**config.mk**
```make
export PLATFORM = sky130hd
export DESIGN_NAME = sfs_rsp_fifo
export DESIGN_NICKNAME = d
export VERILOG_FILES = /design/src/rtl/sfs_pkg.sv /design/src/rtl/sfs_rsp_fifo.sv
export SDC_FILE = /design/constraint.sdc
export NUM_CORES = 1
export LEC_CHECK = 0
export BUFFER_PORTS_ARGS = -buffer_cell sky130_fd_sc_hd__buf_2
export CORE_MARGIN = 4
export CORE_UTILIZATION = 46
export DETAILED_ROUTE_END_ITERATION = 8
export GPL_ROUTABILITY_DRIVEN = 0
export GPL_TIMING_DRIVEN = 0
export PLACE_DENSITY = 0.74
export SYNTH_ARGS = -nofsm -noshare
export SYNTH_HDL_FRONTEND = slang
export SYNTH_SLANG_ARGS = --single-unit
```
**constraint.sdc**
```tcl
create_clock -name clock -period 1.4 [get_ports clock]
set_input_delay 0.14 -clock clock [delete_from_list [all_inputs] [get_ports clock]]
set_output_delay 0.14 -clock clock [all_outputs]
set_load 0.05 [all_outputs]
```
**src/rtl/sfs_pkg.sv**
```systemverilog
`timescale 1ns / 1ps
// ----------------------------------------------------------------------------
// Sawtooth formant synthesiser package
// Shared widths, register indexes, pipeline structures and the mix weights.
// ----------------------------------------------------------------------------
package sfs_pkg;

   localparam int NUM_FORMANTS_DEFAULT = 3;
   localparam int SAMPLE_BITS_DEFAULT  = 16;

   localparam int          PHASE_W               = 32;
   localparam logic [31:0] PHASE_INCREMENT_RESET = 32'd85704562;

   localparam int               CSR_INDEX_W         = 2;
   localparam int               CSR_DATA_W          = 54;
   localparam logic [1:0]       CSR_PHASE_INCREMENT = 2'd0;
   localparam logic [1:0]       CSR_FORMANT_BASE    = 2'd1;

   localparam int COEF_W      = 18;
   localparam int COEF_PACK_W = 54;
   localparam int B0_LSB      = 0;
   localparam int A1_LSB      = 18;
   localparam int A2_LSB      = 36;

   localparam int                 SAMPLE_W   = 24;
   localparam logic signed [23:0] SAW_OFFSET = 24'sd4194304;
   localparam int                 DX_W       = 25;
   localparam int                 PB_W       = 43;
   localparam int                 PA_W       = 42;
   localparam int                 ACC_W      = 46;
   localparam int                 FRAC_SHIFT = 16;
   localparam int                 YFULL_W    = ACC_W - FRAC_SHIFT;

   localparam int SLOT_W      = 3;
   localparam int WEIGHT_W    = 18;
   localparam int MIX_W       = 42;
   localparam int TRUNC_SHIFT = 38;
   localparam int PCM_W       = 16;
   localparam int PCM_EXT_W   = 32;
   localparam int RSP_DEPTH   = 2;

   typedef struct packed {
      logic                       valid;
      logic                       first;
      logic                       last;
      logic [SLOT_W-1:0]          slot;
      logic signed [SAMPLE_W-1:0] y0;
   } ystream_type;

   typedef struct packed {
      logic signed [PCM_W-1:0] pcm_sample;
      logic                    clipped;
   } pcm_type;

   typedef struct packed {
      logic    valid;
      pcm_type data;
   } mix_out_type;

   function automatic logic signed [WEIGHT_W-1:0] mix_weight(input logic [SLOT_W-1:0] slot);
      logic signed [WEIGHT_W-1:0] w;
      case (slot)
         3'd0: w = 18'sd65536;
         3'd1: w = 18'sd39322;
         3'd2: w = 18'sd19661;
         default: w = '0;
      endcase
      return w;
   endfunction

endpackage

```
**src/rtl/sfs_rsp_fifo.sv**
```systemverilog
`timescale 1ns / 1ps
// ----------------------------------------------------------------------------
// Response queue
// Small queue that holds finished samples until the consumer takes them.
// ----------------------------------------------------------------------------
module sfs_rsp_fifo (
   input  logic                 clock,
   input  logic                 reset,
   input  sfs_pkg::mix_out_type push,
   output logic                 pop_valid,
   input  logic                 pop_ready,
   output sfs_pkg::pcm_type     pop_data
);

   localparam int PtrW = $clog2(sfs_pkg::RSP_DEPTH);
   localparam int CntW = $clog2(sfs_pkg::RSP_DEPTH + 1);

   sfs_pkg::pcm_type entry_ff [sfs_pkg::RSP_DEPTH];
   logic [PtrW-1:0]  wr_ptr_ff, wr_ptr_in, rd_ptr_ff, rd_ptr_in;
   logic [CntW-1:0]  count_ff, count_in;
   logic             pop;

   always_comb begin
      pop_valid = (count_ff != '0);
      pop_data  = entry_ff[rd_ptr_ff];
      pop       = pop_valid && pop_ready;
      wr_ptr_in = push.valid ? wr_ptr_ff + PtrW'(1) : wr_ptr_ff;
      rd_ptr_in = pop ? rd_ptr_ff + PtrW'(1) : rd_ptr_ff;
      count_in  = count_ff + CntW'(push.valid) - CntW'(pop);
   end

   always_ff @(posedge clock) begin
      if (reset) begin
         wr_ptr_ff <= '0;
         rd_ptr_ff <= '0;
         count_ff  <= '0;
      end else begin
         wr_ptr_ff <= wr_ptr_in;
         rd_ptr_ff <= rd_ptr_in;
         count_ff  <= count_in;
      end
   end

   always_ff @(posedge clock) begin
      if (push.valid) begin
         entry_ff[wr_ptr_ff] <= push.data;
      end
   end

endmodule

```
## Word level (Yosys, flattened, before mapping)

Memories as Yosys holds them, arrays and structs flattened. A register that Yosys moved wholly into a read port is not among the register bits.
Cells that the tools add are included.

- Bits in registers: 4
- Bits in writable memories: 34
- Bits of input ports: 21
- Output and inout port bits: 18
- Logic and storage cells: 14
- Memories: 1

- $add $sub $neg: 4
- Multiplexer cells: 4
- Reductions and logical operators: 2

Memories:

| memory | depth | bits a word | rd ports | clocked after Yosys merged registers in | wr ports | RTL line | RTL |
|---|---|---|---|---|---|---|---|
| entry_ff | 2 | 17 | 1 | 1 | 1 | sfs_rsp_fifo.sv:18 | `sfs_pkg::pcm_type entry_ff [sfs_pkg::RSP_DEPTH];` |

Operator list:

| kind | number |
|---|---|
| two-way mux 1 bit | 4 |
| adder 1 bit, second input constant | 2 |
| adder 2 x 1 -> 2 bit | 1 |
| nonzero test 2 bit | 1 |
| subtractor 2 x 1 -> 2 bit | 1 |
| logical AND 1 bit | 1 |

## Logic depth before layout (Yosys ltp)

Gate-level depths: netlist (run 1).

- Depth after elaboration: 4
- Mapped depth: 6
- Gate-level depth less buffers: 6

## Least setup slack after synthesis (run 1)

Ideal clock, no wire load.

- Kind: register -> register
- From: register wr_ptr_ff
- To: memory entry_ff[0][0] (netlist name) (enable)
- Setup time: 0.392 ns
- Data arrival time: 1.109 ns
- Required time: 1.008 ns
- Path slack: -0.101 ns
- Cell stages (with the launch flop): 2
- Path buffers: 0
- Clock period less this slack: 1.501 ns
- Cell sequence: dfxtp_1 nor2b_1

RTL lines:

| element | RTL line | RTL |
|---|---|---|
| start: declaration | sfs_rsp_fifo.sv:19 | `logic [PtrW-1:0] wr_ptr_ff, wr_ptr_in, rd_ptr_ff, rd_ptr_in;` |
| start signal: assignment | sfs_rsp_fifo.sv:38 | `wr_ptr_ff <= wr_ptr_in;` |
| end: declaration | sfs_rsp_fifo.sv:18 |  |

Straight into the memory's write port.

==> results of run 1 <==
-- through the flow --
| step | worst slack (ns) | power, mW |
|---|---|---|
| floorplan | 0.08328 | 2.436 |
| global placement | -0.006629 | 2.623 |
| detailed placement | -0.04556 | 2.658 |
| CTS | -0.1695 | 3.523 |
| global route | -0.2167 | 3.701 |
| finish | -0.1453 | 3.533 |
-- sequential cells by signal, indices dropped and copies added (netlist names), named ones only --
signal     count
count_ff       2
entry_ff      34
rd_ptr_ff      1
wr_ptr_ff      1
-- worst reg2reg max path: stages (launching register included) --
cell,delay (ns)
dfxtp_2,0.34
o21a_1,0.19
ha_1,0.27
inv_1,0.06
ha_1,0.14
xnor3_1,0.21
nor2_1,0.09
-- timing repair --
| item | in CTS | in global routing |
|---|---|---|
| resized for setup | 49 | 4 |
| setup buffers | 7 | 0 |
| pin swaps | 1 | 0 |
| endpoints found under the hold margin | 34 | 0 |
| endpoints found under the setup margin | 52 | 19 |
| hold buffers | 17 | 0 |
-- synth_stat cells --
cell / number / share of area
and2_1: 1 / 0.0041
buf_12: 1 / 0.013
buf_6: 1 / 0.0074
dfxtp_1: 5 / 0.066
edfxtp_1: 34 / 0.67
ha_1: 2 / 0.016
inv_1: 2 / 0.0049
mux2_2: 7 / 0.052
mux2_4: 12 / 0.12
nor2_1: 3 / 0.0074
nor2b_1: 3 / 0.012
o21a_1: 1 / 0.0049
or2_2: 1 / 0.0041
xnor2_1: 1 / 0.0057
xnor3_1: 1 / 0.015
-- metal layers --
layer  track usage  vias to the layer above
li1              -                      418
met3       0.04444                        5
met4       0.07772                        0
met2        0.2465                       24
met1        0.1514                      400
met5             0                        -
-- area by class of cell --
class                      instances  share of cell area
buffer                             2             0.01412
clock buffer                       6             0.01864
clock inverter                     2            0.003955
inverter                           2            0.003390
multi-input combinational         32              0.1825
sequential                        39              0.5079
tap                               44             0.02486
timing repair buffer              62              0.2446
-- path summary, 6_finish.rpt --
kind,startpoint,end,slack [ns]
worst max register to register,count_ff[1],count_ff[1],0.04
worst max-delay path,flip-flop,pop_data[12],-0.15
worst min register to register,wr_ptr_ff,wr_ptr_ff,0.59
worst min-delay path,reset,count_ff[0],0.04
-- power breakdown --
group | internal, mW | switching [mW]
combinational | 0.777 | 0.797
sequential | 1.39 | 0.0488
clock | 0.189 | 0.333
-- layout by cell type (no fill, tap or decap), types with 2 or more instances in the layout --
cell type,instances
edfxtp_1,34
buf_2,21
nor2_1,3
nor2b_4,2
dlygate4sd3_1,17
dfxtp_1,2
ha_1,2
buf_6,12
buf_8,6
buf_4,7
dfxtp_2,3
clkbuf_4,5
mux2_4,18
inv_1,2
-- kinds of logic (layout without fill, tap and decap cells) --
group / Yosys count / count (layout) / share of synthesized area
compound gates: 1 / 1 / 0.004924
xor+xnor: 2 / 2 / 0.02051
fa+ha+maj: 2 / 2 / 0.01640
buf+inv: 4 / 74 / 0.02543
flops: 39 / 39 / 0.7350
mux: 19 / 19 / 0.1698
simple gates: 8 / 8 / 0.02790
==> flow_summary.json, run 1 <==
{
  "placed_cells": 157,
  "grt_max_degree": 18,
  "post_drt_wl_per_cell_um": 13.91,
  "vias_per_cell": 4.481,
  "overflow": 0,
  "drt-initial-drc-count": 45,
  "cts_tree": "built",
  "avgSynthCellArea_um2": 20.34,
  "finalCritPeriodShare": 1.104,
  "firstDrtPassIters": 4,
  "grt_usage": 0.1416,
  "yosysUniqueCellTypes": 15,
  "antenna_found_initial": 0,
  "slew_viol_final": 0,
  "dp_hpwl_mm": 1.632,
  "ios": 39,
  "nets": 167,
  "fp-row-count": 20,
  "area_delta_synth_final_pct": 45.20,
  "outcome": "finished with violations",
  "die_h_um": 65.58,
  "netlist_area_um2": 1525,
  "critPathArrivalTime_ns": 1.41,
  "cts_buffers": 5,
  "power_density_nw_per_um2": 1595,
  "crit_top_cell": "buf_6",
  "drcViolationCount": 0,
  "root_buffer": "clkbuf_4",
  "crit_type": "flip-flop to output pin",
  "htreeDepth": 2,
  "insertion_delay_ns": 0.34,
  "num_vias": 847,
  "detail-route-antenna-nets": 0,
  "path_buf_inv": 3,
  "rsz0062_at_grt": "true",
  "fin_skew_ns": 0.01131,
  "finalSetupTns_ns": -2.104,
  "cpMaxStageDelayCell": "dfxtp_2",
  "holdCritPathClass": "input pin to flip-flop",
  "final_core_util": 0.7137,
  "setup_slack_ns": -0.1453,
  "drive_gt1_frac": 0.5448,
  "initial_core_util": 0.4915,
  "syn-num-nets": 98,
  "syn_inst": 75,
  "max_stage_delay_ns": 0.33,
  "n_antenna_cell": 0,
  "seq_area_um2": 1125,
  "required_ns": 1.26,
  "worstRegToRegCells": 6,
  "path_cells": "buf_6 -> buf_12 -> mux2_4 -> buf_6",
  "relSlewSlack": 0.6607,
  "crit_family": "buffers and inverters",
  "crit_cells": 4,
  "fin_area_um2": 2215,
  "core_area_um2": 3103,
  "wirelength_mm": 2.629,
  "failed_checks": "setup timing",
  "yosysSeqAreaShare": 0.7350,
  "die_area_um2": 4301,
  "hold_viol_final": 0,
  "synth_warnings": 0,
  "final_cells": 189,
  "maxUsedRoutingLayer": "met4",
  "ys_seq_elements": 39,
  "setup_viol": 17,
  "dr_wl_met3_um": 130,
  "clock_path_buffers": 2,
  "grt_pass1_wl_mm": 4.347,
  "fmax_ghz": 0.6471,
  "cts.reportedPaths.clkPinSlew_ns": 0.10,
  "crit_fanout": 10,
  "peakVddDrop_v": 0.0009824,
  "fillers": 217,
  "routed-wl-met2_mm": 1.389,
  "wl_met1_mm": 1.056,
  "cp-end-kind": "output pin",
  "die_x_um": 65.58,
  "period_needed_ns": 1.545,
  "place_area_um2": 1773,
  "min_path_cells": 2,
  "cts.sinks": 39,
  "start_kind": "flip-flop",
  "port_buffers": 38,
  "multi_input_area_um2": 404.1,
  "timing.hold.ws_ns": 0.04110,
  "drv_cap": 0,
  "leakage_nw": 0.9124,
  "tightest_slew_ns": 0.5079,
  "grt_pass1_vias": 957
}
(Power assumes the default switching activity.)
==> run 2, diff against run 1 <==
==> constraint.sdc (replaced) <==
create_clock -name clock -period 1.4 [get_ports clock]
set_input_delay 0.14 -clock clock [delete_from_list [all_inputs] [get_ports clock]]
set_output_delay 0.14 -clock clock [all_outputs]
set_load 0.1 [all_outputs]
==> flow_summary.json, run 2 (synthesis results as in run 1) <==
{
  "outcome": "finished with violations",
  "failed_checks": "setup timing",
  "fillers": 196,
  "fmax_ghz": 0.6341,
  "cp-end-kind": "output pin",
  "setup_slack_ns": -0.1769,
  "area_delta_synth_final_pct": 56.52,
  "detail-route-antenna-nets": 0,
  "required_ns": 1.26,
  "placed_cells": 157,
  "worstRegToRegCells": 6,
  "final_cell_mix": "34 x edfxtp_1, 20 x buf_2, 19 x mux2_4",
  "path_cells": "buf_8 -> clkbuf_16 -> mux2_4 -> buf_12",
  "post_drt_wl_per_cell_um": 14.63,
  "grt_usage": 0.1430,
  "drv_cap": 0,
  "regMostFlops": "entry_ff",
  "seq_power_share": 0.332,
  "final_common_cell": "edfxtp_1",
  "die_h_um": 65.58,
  "die_x_um": 65.58,
  "grt_pass1_wl_mm": 4.360,
  "nets": 169,
  "rsz0062_at_grt": "true",
  "die_area_um2": 4301,
  "cts.reportedPaths.clkPinSlew_ns": 0.10,
  "grt_pass1_vias": 959,
  "holdCritPathClass": "input pin to flip-flop",
  "drt-initial-drc-count": 21,
  "core_area_um2": 3103,
  "finalCritPeriodShare": 1.126,
  "internal-power_mw": 2.616,
  "crit_type": "flip-flop to output pin",
  "grt_max_degree": 18,
  "final_core_util": 0.7694,
  "reg2reg_from": "count_ff[1]",
  "root_buffer": "clkbuf_4",
  "fp-row-count": 20,
  "drcViolationCount": 0,
  "wirelength_mm": 2.795,
  "reg_top3": "entry_ff (34), count_ff (2)",
  "clkPwrFrac": 0.119,
  "peakVddDrop_v": 0.001447,
  "largest_reg_flops": 34,
  "max_stage_delay_ns": 0.34,
  "regToRegEndpoint": "count_ff[1]",
  "clock_path_buffers": 2,
  "setup_viol": 17,
  "port_buffers": 38,
  "final_cells": 191,
  "antenna_found_initial": 0,
  "ios": 39,
  "holdCritStartpoint": "reset",
  "n_antenna_cell": 0,
  "hold_viol_final": 0,
  "critPathArrivalTime_ns": 1.44,
  "cts.sinks": 39,
  "fin_skew_ns": 0.009404,
  "cts_tree": "built",
  "crit_fanout": 9,
  "worstHoldEndpoint": "count_ff[0]",
  "num_vias": 870,
  "cts_buffers": 5,
  "leakage_nw": 0.9837,
  "reg2reg_slack_ns": 0.04,
  "start_kind": "flip-flop",
  "min_path_cells": 2,
  "switchingPower_mw": 1.715,
  "htreeDepth": 2,
  "tightest_slew_ns": 0.5125,
  "dp_hpwl_mm": 1.632,
  "initial_core_util": 0.4915,
  "drive_gt1_frac": 0.5510,
  "vias_per_cell": 4.555,
  "firstDrtPassIters": 4,
  "overflow": 0,
  "period_needed_ns": 1.577,
  "insertion_delay_ns": 0.33,
  "slew_viol_final": 0,
  "cpMaxStageDelayCell": "dfxtp_2",
  "p_sw_frac": 0.3960,
  "power_density_nw_per_um2": 1814,
  "combPwrFrac": 0.549,
  "relSlewSlack": 0.6576
}
## run 2: cell count changes in the layout (fill, tap and decap cells not counted), sizes merged
cell    change
buf         +1
clkbuf      +1
## run 2: worst max path at each step
stage	end	cells past startpoint	slack (ns)	from
6_report	pop_data[1]	4	-0.18	flip-flop
5_1_grt	pop_data[1]	4	-0.24	flip-flop
4_1_cts	pop_data[11]	4	-0.20	flip-flop
3_5_place_dp	entry_ff[1][11]	1	-0.05	wr_ptr_ff
3_3_place_gp	entry_ff[0][11]	1	-0.007	wr_ptr_ff
2_1_floorplan	count_ff[1]	6	0.08	count_ff[0]
## run 2: final cells by class
class	count	area, µm²	share of cell area
Clock buffer	6	41.29	0.01730
Sequential cell	39	1125	0.4712
Timing Repair Buffer	64	706.9	0.2961
Multi-Input combinational cell	32	407.9	0.1709
Clock inverter	2	8.758	0.003669
Tap cell	44	55.05	0.02306
Buffer	2	35.03	0.01468
Inverter	2	7.507	0.003145
## run 2: worst max-delay path: cells and delay by family, from the launching register on
kind | cells | cell delay [ns]
buf+inv | 3 | 0.45
flops | 1 | 0.34
mux | 1 | 0.31
## run 2: stage by stage
stage	TNS, ns	power [mW]	hold slack [ns]	worst slack (ns)	instance area, µm²
final	-2.656	4.331	0.04563	-0.1769	2387
after global routing	-3.810	4.504	0.02935	-0.2430	2387
after CTS	-2.978	4.204	0.01887	-0.1965	2322
after detailed placement	-1.181	3.144	0.3327	-0.04556	1773
after global placement	-0.1109	3.109	0.3280	-0.006629	1773
after floorplan	0	2.925	0.2116	0.08328	1528
## run 2: power by group through the flow
| stage | clock network (mW) | registers [mW] | logic [mW] |
|---|---|---|---|
| floorplan | 0 | 1.44 | 1.49 |
| global placement | 0 | 1.44 | 1.67 |
| detailed placement | 0 | 1.45 | 1.69 |
| CTS | 0.538 | 1.43 | 2.24 |
| global route | 0.586 | 1.46 | 2.46 |
| finish | 0.514 | 1.44 | 2.38 |
## run 2: repair_timing
action                                  in CTS  in global routing
buffers inserted                             7                  1
hold endpoints to repair                    34                  0
cloned                                       0                  1
pin swaps                                    1                  0
hold buffers                                17                  0
gates resized for setup                     75                 11
endpoints found under the setup margin      52                 20
## run 2: routing by layer
layer	share of wire	wire (µm)	track usage	vias up
met3	0.049	138	0.04444	5
met1	0.39	1079	0.1524	417
li1	-	-	-	424
met4	0.016	45	0.06995	0
met2	0.55	1531	0.2541	24
met5	0	0	0	-
