## config.mk

```make
export PLATFORM = sky130hd
export DESIGN_NAME = sfs_formant_engine
export DESIGN_NICKNAME = d
export VERILOG_FILES = /design/src/rtl/sfs_pkg.sv /design/src/rtl/sfs_formant_engine.sv
export SDC_FILE = /design/constraint.sdc
export NUM_CORES = 2
export LEC_CHECK = 0
export ABC_CLOCK_PERIOD_IN_PS = 7200
export BUFFER_PORTS_ARGS = -buffer_cell sky130_fd_sc_hd__buf_4
export CAP_MARGIN = 20
export CORE_MARGIN = 3
export CORE_UTILIZATION = 30
export DETAILED_ROUTE_END_ITERATION = 7
export SLEW_MARGIN = 20
export SYNTH_ARGS = -nofsm -noshare
export SYNTH_HDL_FRONTEND = slang
export SYNTH_SLANG_ARGS = --single-unit
```

## constraint.sdc

```tcl
create_clock -name clock -period 7.2 [get_ports clock]
set_input_delay 0 -clock clock [delete_from_list [all_inputs] [get_ports clock]]
set_output_delay 0 -clock clock [all_outputs]
set_load 0.01 [all_outputs]
```

## src/rtl/sfs_pkg.sv

```systemverilog
`timescale 1ns / 1ps
// ----------------------------------------------------------------------------
// Sawtooth formant synthesiser package
// Shared widths, register indexes, pipeline structures and the mix weights.
// ----------------------------------------------------------------------------
package sfs_pkg;

   localparam int NUM_FORMANTS_DEFAULT = 3;
   localparam int SAMPLE_BITS_DEFAULT  = 16;

   localparam int          PHASE_W               = 32;
   localparam logic [31:0] PHASE_INCREMENT_RESET = 32'd85704562;

   localparam int               CSR_INDEX_W         = 2;
   localparam int               CSR_DATA_W          = 54;
   localparam logic [1:0]       CSR_PHASE_INCREMENT = 2'd0;
   localparam logic [1:0]       CSR_FORMANT_BASE    = 2'd1;

   localparam int COEF_W      = 18;
   localparam int COEF_PACK_W = 54;
   localparam int B0_LSB      = 0;
   localparam int A1_LSB      = 18;
   localparam int A2_LSB      = 36;

   localparam int                 SAMPLE_W   = 24;
   localparam logic signed [23:0] SAW_OFFSET = 24'sd4194304;
   localparam int                 DX_W       = 25;
   localparam int                 PB_W       = 43;
   localparam int                 PA_W       = 42;
   localparam int                 ACC_W      = 46;
   localparam int                 FRAC_SHIFT = 16;
   localparam int                 YFULL_W    = ACC_W - FRAC_SHIFT;

   localparam int SLOT_W      = 3;
   localparam int WEIGHT_W    = 18;
   localparam int MIX_W       = 42;
   localparam int TRUNC_SHIFT = 38;
   localparam int PCM_W       = 16;
   localparam int PCM_EXT_W   = 32;
   localparam int RSP_DEPTH   = 2;

   typedef struct packed {
      logic                       valid;
      logic                       first;
      logic                       last;
      logic [SLOT_W-1:0]          slot;
      logic signed [SAMPLE_W-1:0] y0;
   } ystream_type;

   typedef struct packed {
      logic signed [PCM_W-1:0] pcm_sample;
      logic                    clipped;
   } pcm_type;

   typedef struct packed {
      logic    valid;
      pcm_type data;
   } mix_out_type;

   function automatic logic signed [WEIGHT_W-1:0] mix_weight(input logic [SLOT_W-1:0] slot);
      logic signed [WEIGHT_W-1:0] w;
      case (slot)
         3'd0: w = 18'sd65536;
         3'd1: w = 18'sd39322;
         3'd2: w = 18'sd19661;
         default: w = '0;
      endcase
      return w;
   endfunction

endpackage

```

## src/rtl/sfs_formant_engine.sv

```systemverilog
`timescale 1ns / 1ps
// ----------------------------------------------------------------------------
// Formant engine
// Steps through the band-pass filters one per cycle, reading, updating and
// writing back each filter's output history in a synchronous memory.
// ----------------------------------------------------------------------------
module sfs_formant_engine #(
   parameter int NUM_FORMANTS = sfs_pkg::NUM_FORMANTS_DEFAULT
) (
   input  logic                                clock,
   input  logic                                reset,
   input  logic                                start,
   input  logic                                clear_history,
   input  logic signed [sfs_pkg::DX_W-1:0]     dx,
   input  logic                                csr_write_enable,
   input  logic [sfs_pkg::CSR_INDEX_W-1:0]     csr_index,
   input  logic [sfs_pkg::CSR_DATA_W-1:0]      csr_write_data,
   output logic                                idle,
   output sfs_pkg::ystream_type                ystream
);

   localparam int IdxW = (NUM_FORMANTS > 1) ? $clog2(NUM_FORMANTS) : 1;
   localparam logic [IdxW-1:0] LastIdx = IdxW'(NUM_FORMANTS - 1);
   localparam int HistW = 2 * sfs_pkg::SAMPLE_W;
   localparam logic signed [sfs_pkg::ACC_W-1:0] RoundHalf =
      sfs_pkg::ACC_W'(1 << (sfs_pkg::FRAC_SHIFT - 1));
   localparam logic signed [sfs_pkg::YFULL_W-1:0] YMax =
      sfs_pkg::YFULL_W'((1 << (sfs_pkg::SAMPLE_W - 1)) - 1);
   localparam logic signed [sfs_pkg::YFULL_W-1:0] YMin =
      sfs_pkg::YFULL_W'(-(1 << (sfs_pkg::SAMPLE_W - 1)));

   logic [sfs_pkg::COEF_PACK_W-1:0] coef_ff [NUM_FORMANTS];
   logic [HistW-1:0]                hist_mem [NUM_FORMANTS];
   logic [NUM_FORMANTS-1:0]         hist_vld_ff, hist_vld_in;

   logic            busy_ff, busy_in;
   logic [IdxW-1:0] k_ff, k_in;

   logic                            s1_v_ff, s1_first_ff, s1_last_ff;
   logic [IdxW-1:0]                 s1_k_ff;
   logic [sfs_pkg::COEF_PACK_W-1:0] s1_coef_ff;
   logic [HistW-1:0]                rd_data_ff;
   logic                            rd_vld_ff;

   logic signed [sfs_pkg::COEF_W-1:0]   b0, a1, a2;
   logic signed [sfs_pkg::SAMPLE_W-1:0] y1, y2;
   logic signed [sfs_pkg::PB_W-1:0]     pb_in, pb_ff;
   logic signed [sfs_pkg::PA_W-1:0]     pa1_in, pa1_ff, pa2_in, pa2_ff;

   logic                                s2_v_ff, s2_first_ff, s2_last_ff;
   logic [IdxW-1:0]                     s2_k_ff;
   logic signed [sfs_pkg::SAMPLE_W-1:0] s2_y1_ff;
   logic signed [sfs_pkg::ACC_W-1:0]    acc;
   logic signed [sfs_pkg::YFULL_W-1:0]  yfull;
   logic signed [sfs_pkg::SAMPLE_W-1:0] y0_in;

   logic                                y_vld_ff, y_first_ff, y_last_ff;
   logic [sfs_pkg::SLOT_W-1:0]          y_slot_ff;
   logic signed [sfs_pkg::SAMPLE_W-1:0] y0_ff;

   always_ff @(posedge clock) begin
      if (reset) begin
         for (int k = 0; k < NUM_FORMANTS; k++) begin
            coef_ff[k] <= '0;
         end
      end else begin
         for (int k = 0; k < NUM_FORMANTS; k++) begin
            if (csr_write_enable &&
                (4'(csr_index) == 4'(sfs_pkg::CSR_FORMANT_BASE) + 4'(k))) begin
               coef_ff[k] <= csr_write_data;
            end
         end
      end
   end

   always_comb begin
      busy_in = busy_ff;
      k_in    = k_ff;
      if (start) begin
         busy_in = 1'b1;
         k_in    = '0;
      end else if (busy_ff) begin
         k_in = k_ff + IdxW'(1);
         if (k_ff == LastIdx) begin
            busy_in = 1'b0;
            k_in    = '0;
         end
      end
   end

   always_comb begin
      hist_vld_in = hist_vld_ff;
      if (start && clear_history) begin
         hist_vld_in = '0;
      end else if (s2_v_ff) begin
         hist_vld_in[s2_k_ff] = 1'b1;
      end
   end

   always_comb begin
      b0     = s1_coef_ff[sfs_pkg::B0_LSB +: sfs_pkg::COEF_W];
      a1     = s1_coef_ff[sfs_pkg::A1_LSB +: sfs_pkg::COEF_W];
      a2     = s1_coef_ff[sfs_pkg::A2_LSB +: sfs_pkg::COEF_W];
      y1     = rd_vld_ff ? rd_data_ff[sfs_pkg::SAMPLE_W-1:0] : '0;
      y2     = rd_vld_ff ? rd_data_ff[HistW-1:sfs_pkg::SAMPLE_W] : '0;
      pb_in  = sfs_pkg::PB_W'(b0) * sfs_pkg::PB_W'(dx);
      pa1_in = sfs_pkg::PA_W'(a1) * sfs_pkg::PA_W'(y1);
      pa2_in = sfs_pkg::PA_W'(a2) * sfs_pkg::PA_W'(y2);
   end

   always_comb begin
      acc = sfs_pkg::ACC_W'(pb_ff) - sfs_pkg::ACC_W'(pa1_ff) - sfs_pkg::ACC_W'(pa2_ff)
            + RoundHalf;
      yfull = acc[sfs_pkg::ACC_W-1:sfs_pkg::FRAC_SHIFT];
      if (yfull > YMax) begin
         y0_in = YMax[sfs_pkg::SAMPLE_W-1:0];
      end else if (yfull < YMin) begin
         y0_in = YMin[sfs_pkg::SAMPLE_W-1:0];
      end else begin
         y0_in = yfull[sfs_pkg::SAMPLE_W-1:0];
      end
   end

   always_ff @(posedge clock) begin
      if (reset) begin
         busy_ff     <= 1'b0;
         k_ff        <= '0;
         hist_vld_ff <= '0;
         s1_v_ff     <= 1'b0;
         s2_v_ff     <= 1'b0;
         y_vld_ff    <= 1'b0;
      end else begin
         busy_ff     <= busy_in;
         k_ff        <= k_in;
         hist_vld_ff <= hist_vld_in;
         s1_v_ff     <= busy_ff;
         s2_v_ff     <= s1_v_ff;
         y_vld_ff    <= s2_v_ff;
      end
   end

   always_ff @(posedge clock) begin
      if (s2_v_ff) begin
         hist_mem[s2_k_ff] <= {s2_y1_ff, y0_in};
      end
      rd_data_ff <= hist_mem[k_ff];
   end

   always_ff @(posedge clock) begin
      rd_vld_ff   <= hist_vld_ff[k_ff];
      s1_k_ff     <= k_ff;
      s1_first_ff <= (k_ff == '0);
      s1_last_ff  <= (k_ff == LastIdx);
      s1_coef_ff  <= coef_ff[k_ff];
      pb_ff       <= pb_in;
      pa1_ff      <= pa1_in;
      pa2_ff      <= pa2_in;
      s2_y1_ff    <= y1;
      s2_k_ff     <= s1_k_ff;
      s2_first_ff <= s1_first_ff;
      s2_last_ff  <= s1_last_ff;
      y_slot_ff   <= sfs_pkg::SLOT_W'(s2_k_ff);
      y_first_ff  <= s2_first_ff;
      y_last_ff   <= s2_last_ff;
      y0_ff       <= y0_in;
   end

   always_comb begin
      idle          = !busy_ff && !s1_v_ff && !s2_v_ff;
      ystream.valid = y_vld_ff;
      ystream.first = y_first_ff;
      ystream.last  = y_last_ff;
      ystream.slot  = y_slot_ff;
      ystream.y0    = y0_ff;
   end

endmodule

```

After elaboration in Yosys (flattened, before gate mapping)
Memories as Yosys holds them, arrays and structs flattened. A register that Yosys moved wholly into a read port is not among the register bits.
Index checks and enable logic that the tools add are counted.
- memories kept: 2
- bits in writable memories: 306
- bits of input ports: 86
- flip-flop bits (word level): 197
- bits in latches: 0
- bits in read-only memories: 0
- output and inout port bits: 31
- equal/unequal tests: 4
- shift-type cells: 0
- muxes and demuxes: 28
- divide/modulo/power cells: 0
- multiply operators: 3
- bitwise gates (word level): 4
- magnitude comparators: 5
- reductions and logical operators: 13
- add/sub/neg operators: 4
- memory list (memory ; words ; width ; rd ports ; clocked after memory_dff ; wr ports ; RTL line ; source):
    coef_ff ; 3 ; 54 ; 1 ; 1 ; 3 ; sfs_formant_engine.sv:32 ; logic [sfs_pkg::COEF_PACK_W-1:0] coef_ff [NUM_FORMANTS];
    hist_mem ; 3 ; 48 ; 1 ; 1 ; 1 ; sfs_formant_engine.sv:33 ; logic [HistW-1:0] hist_mem [NUM_FORMANTS];
- operators with widths (cell ; count):
    54-bit 2-to-1 mux ; 3
    24-bit 2-to-1 mux ; 4
    18-bit by 24-bit multiplier with 42-bit output ; 2
    45-bit by 17-bit adder with 46-bit output (second input constant) ; 1
    44-bit by 42-bit subtractor with 45-bit output ; 1
    43-bit by 42-bit subtractor with 44-bit output ; 1
    18-bit by 25-bit multiplier with 43-bit output ; 1
    30-bit by 24-bit greater-than comparator with 1-bit output (second input constant) ; 1
    30-bit by 24-bit < comparator with 1-bit output (second input constant) ; 1
    1-bit 2-to-1 mux ; 18
    1-bit logical AND ; 7
    2-bit == test (second input constant) ; 3
    2-bit by 3-bit < comparator with 1-bit output (second input constant) ; 2
    2-bit OR reduction ; 2
    1-bit zero test ; 3
    1-bit OR ; 3
    3-bit OR ; 1
    2-bit by 1-bit adder with 2-bit output (second input constant) ; 1
    1-bit binary-select mux with 2-bit select ; 1
    1-bit demux with 2-bit select ; 1
    2-bit by 1-bit == test with 1-bit output (second input constant) ; 1
    2-bit by 1-bit >= comparator with 1-bit output (second input constant) ; 1
    2-bit zero test ; 1
    2-bit 2-to-1 mux ; 1

Depth between registers and ports, before layout
- depth in word-level cells: 6
- gate-level depth with buffers: 28
- gate-level depth less buffers: 24

Least setup slack after synthesis
No wires, ideal clock.
- path type: reg-to-reg
- from: reg rd_vld_ff
- to: reg pa2_ff[41] (netlist name)
- clock period less this slack: 6964 ps
- arrival: 6891 ps
- setup slack: 236 ps
- stages on the path, launching flop included: 28
- library setup time: 72 ps
- cells stage by stage: dfxtp_1 clkbuf_1 clkbuf_1 and2_1 clkbuf_1 nand2_1 fa_1 inv_1 fa_1 inv_1 fa_1 inv_1 fa_1 fa_1 inv_1 fa_1 inv_1 ha_1 a211oi_1 o21ai_0 a221oi_1 o31a_1 o41a_1 a311oi_1 or3_1 a31o_2 a21oi_1 xnor2_1
- cells in the longest elaborated chain, start to end: 2
- ends and longest elaborated chain (element ; RTL line ; source):
    start, declared ; sfs_formant_engine.sv:43 ; logic rd_vld_ff;
    start signal, assigned ; sfs_formant_engine.sv:150 ; rd_vld_ff <= hist_vld_ff[k_ff];
    24-bit 2-to-1 mux ; sfs_formant_engine.sv:105 ; y2 = rd_vld_ff ? rd_data_ff[HistW-1:sfs_pkg::SAMPLE_W] : '0;
    18-bit by 24-bit multiplier with 42-bit output ; sfs_formant_engine.sv:108 ; pa2_in = sfs_pkg::PA_W'(a2) * sfs_pkg::PA_W'(y2);
    via pa2_in (one bit) ; sfs_formant_engine.sv:48 ; logic signed [sfs_pkg::PA_W-1:0] pa1_in, pa1_ff, pa2_in, pa2_ff;
    end signal, assigned ; sfs_formant_engine.sv:157 ; pa2_ff <= pa2_in;
    end, declared ; sfs_formant_engine.sv:48 ;
The timed path passes the listed nets, and every way through them passes these cells.
A chain may end at the register's enable or synchronous reset.

Worst setup path in the final report
Same ends and word-level chain as after synthesis.

==> impl_metrics.csv <==
group,metric,value,unit
synth,yosys-top-cells-count,"inv_1, fa_1, nand2_1",
synth,synth_cell_types,86,
synth,synth_edf_count,306,
timing,holdWs,86.3,ps
drt,wl_per_cell,17.1,µm
finish,final_nets,8928,
synth,synth_xor_area_share,1.92,%
synth,synthCells,6904,
floorplanning,die_x,485,µm
clock_network,cts_root_buf,"clkbuf_16",
synth,syn_nets,8726,
timing,setup_tns,0,ps
drt,dr.pass1.iters,6,
clock_network,clock_sinks,605,
run,maxCapViolCount,0,
place,io_buffers,115,
place,dp_hpwl,143,mm
timing,max_freq,143,MHz
finish,stdcell_area,77400,µm²
clock_network,cts_buffers,69,
synth,async_flop_share,0,%
clock_network,worst_skew_pair.late_latency,680,ps
clock_network,cts.clk_slew.worst_paths,70,ps
finish,drive_gt1_share,7.89,%
synth,synthFlopType,"edfxtp_1",
synth,synth_compound_area_share,5.13,%
timing,fin_crit,6990,ps
floorplanning,die_y,485,µm
global_routing,gr-total-overflow,0,
place,gp_congestion,0.884,
drt,drt_iter0_markers,2832,
synth,synth_top_area_share,38.8,%
finish,layoutNonFillerInstCount,10200,
worst_setup_path,start_kind,"flip-flop",
worst_setup_path,end_kind,"flip-flop",
timing,setup_viol,0,
timing,clock_skew,39.0,ps
worst_setup_path,crit_fanout,26,
global_routing,grt_max_degree,178,
floorplanning,ioPinCount,117,
worst_setup_path,required,7790,ps
timing,relSlewSlack,22.1,%
finish,nFillCells,22900,
synth,yosysSeqAreaShare,22.1,%
place,place_inst,9979,
timing,worst_pin_slew,1170,ps
drt,drc_errors,0,
floorplanning,placementRows,175,
drt,vias_per_cell,4.62,
synth,yosys.area.top_type,"fa_1",
hold_path,worstHoldPathType,"input port to flip-flop",
timing,period_share,97.1,%
worst_setup_path,worstSetupPathType,"flip-flop to flip-flop",
synth,synth_area,68700,µm²
global_routing,grt_pass1_vias,50100,
synth,yosysMostFrequentCell,"inv_1",
global_routing,grtUsageTotal,14.9,%
worst_setup_path,arrival,7580,ps
place,place_area,74300,µm²
global_routing,antenna_found_initial,4,
synth,yosys.area_share.simple,12.7,%
synth,synthAdderAreaFrac,46.2,%
clock_network,cts_tree,"yes",
synth,synthMuxAreaShare,1.53,%
drt,wl,174,mm
synth,ys_seq_elements,605,
finish,area_growth,12.7,%
timing,drv_slew,0,
floorplanning,start_util,30.2,%
global_routing,grt_pass1_wl,276,mm
status,run_status,"completed",
floorplanning,core_area,227000,µm²
clock_network,htree_num_levels,3,
synth,yosysWarnings,0,
drt,num_vias,47000,
floorplanning,die_area,235000,µm²
drt,drtAntennaViolNets,0,
synth,synthTopCellsByArea,"fa_1, edfxtp_1, dfxtp_1",
timing,final_hold_viol_count,0,
synth,syn_avg_cell_area,9.95,µm²
clock_network,cts_buffer_depth,3,
synth,synth_top_family_by_area,"adder cells",
-- critical path, cell delays in order (launching register included) --
cell and delay [ps]:
dfxtp_4 470, buf_12 180, and2_1 150, buf_4 210
nand2_1 100, fa_1 580, inv_1 60, fa_1 500
fa_1 560, fa_1 450, fa_1 500, inv_1 50
fa_1 480, inv_1 50, ha_1 300, and3_1 190
o21a_1 100, a221oi_1 300, o31a_1 240, o41a_1 260
a311oi_1 180, or3_1 430, a31o_2 240, a21oi_1 180
xnor2_1 130
-- cell families after synthesis --
group	after synthesis
buffers and inverters	1910
and+or+nand+nor	1840
adders and majority gates	1736
DFF	605
AOI/OAI and AO/OA	556
xor gates and xnor gates	151
muxes	105
other	1
-- registers in the layout (all words and copies together), names as in the netlist, 2 cells and up --
register and flops:
s1_k_ff 2, hist_vld_ff 3, k_ff 2, rd_data_ff 48, s2_k_ff 2, s2_y1_ff 24
coef_ff 162, hist_mem 144, y0_ff 24, pa2_ff 42, y_slot_ff 2, pa1_ff 42
s1_coef_ff 54, pb_ff 43
-- what timing repair did --
| item | 4_1_cts | 5_1_grt |
|---|---|---|
| hold buffers | 60 | 0 |
| cloned | 0 | 2 |
| resized for setup | 7 | 21 |
| setup buffers | 0 | 3 |
| endpoints found under the setup margin | 3 | 19 |
| endpoints found under the hold margin | 175 | 0 |
-- final timing paths --
| check | from | to | slack, ps | depth (start not counted) |
|---|---|---|---|---|
| min reg2reg | s1_k_ff[1]$_DFF_P_ | s2_k_ff[1]$_DFF_P_ | 320 | 0 |
| max | rd_vld_ff$_DFF_P_ | pa2_ff[41]$_DFF_P_ | 210 | 24 |
| min | start | k_ff[0]$_SDFFE_PP0P_ | 90 | 3 |
| max reg2reg | rd_vld_ff$_DFF_P_ | pa2_ff[41]$_DFF_P_ | 210 | 24 |
-- placed cells by master, fill, tap and decap left out, drive strengths merged, types with 5 or more instances in the layout --
cell	Yosys	final
inv	1590	1598
or3	11	11
nand2	994	994
a21oi	143	143
fa	1332	1332
clkinv	2	22
nor3	31	31
a21o	67	67
a211oi	16	16
nand4	22	22
nor3b	5	5
diode	0	5
dlygate4sd3	0	60
o21ai	187	187
a31o	7	7
o21a	23	23
clkbuf	303	92
o31ai	8	8
clkinvlp	0	6
nand3	32	32
o211ai	7	7
ha	404	404
nor2b	35	35
buf	15	386
a221oi	5	5
nand2b	28	28
a31oi	18	18
and2	225	225
nor2	120	120
mux2i	104	104
xnor2	114	114
bufinv	0	5
dfxtp	299	299
o21bai	33	33
edfxtp	306	306
xor2	37	37
and3	314	314
-- layer usage --
layer / GRT usage (%) / vias up / part of all wire (%)
li1: - / 21400 / -
met1: 19.2 / 24200 / 42
met2: 25.8 / 1264 / 50
met3: 1.74 / 218 / 4.7
met4: 5.02 / 0 / 3.6
met5: 0 / - / 0
-- per-stage QoR --
step,utilization [%],worst slack [ps]
finish,34.0,209
global route,34.0,-8.28
CTS,34.0,14.6
detailed placement,32.7,-164
global placement,32.7,5.39
floorplan,-,236
-- cell type report --
cell class,count,area (µm²),share of cell area [%]
Sequential cell,605,15200,19.6
Inverter,1592,5980,7.72
Tap cell,3009,3760,4.86
Clock inverter,39,470,0.608
Antenna cell,5,12.5,0.0162
Clock buffer,89,1870,2.42
Multi-Input combinational cell,4389,46400,59.9
Timing Repair Buffer,449,3720,4.80
Power is left out: the tool's default activity adds up to more than one toggle a clock period on the data nets, which glitch-free logic cannot reach.
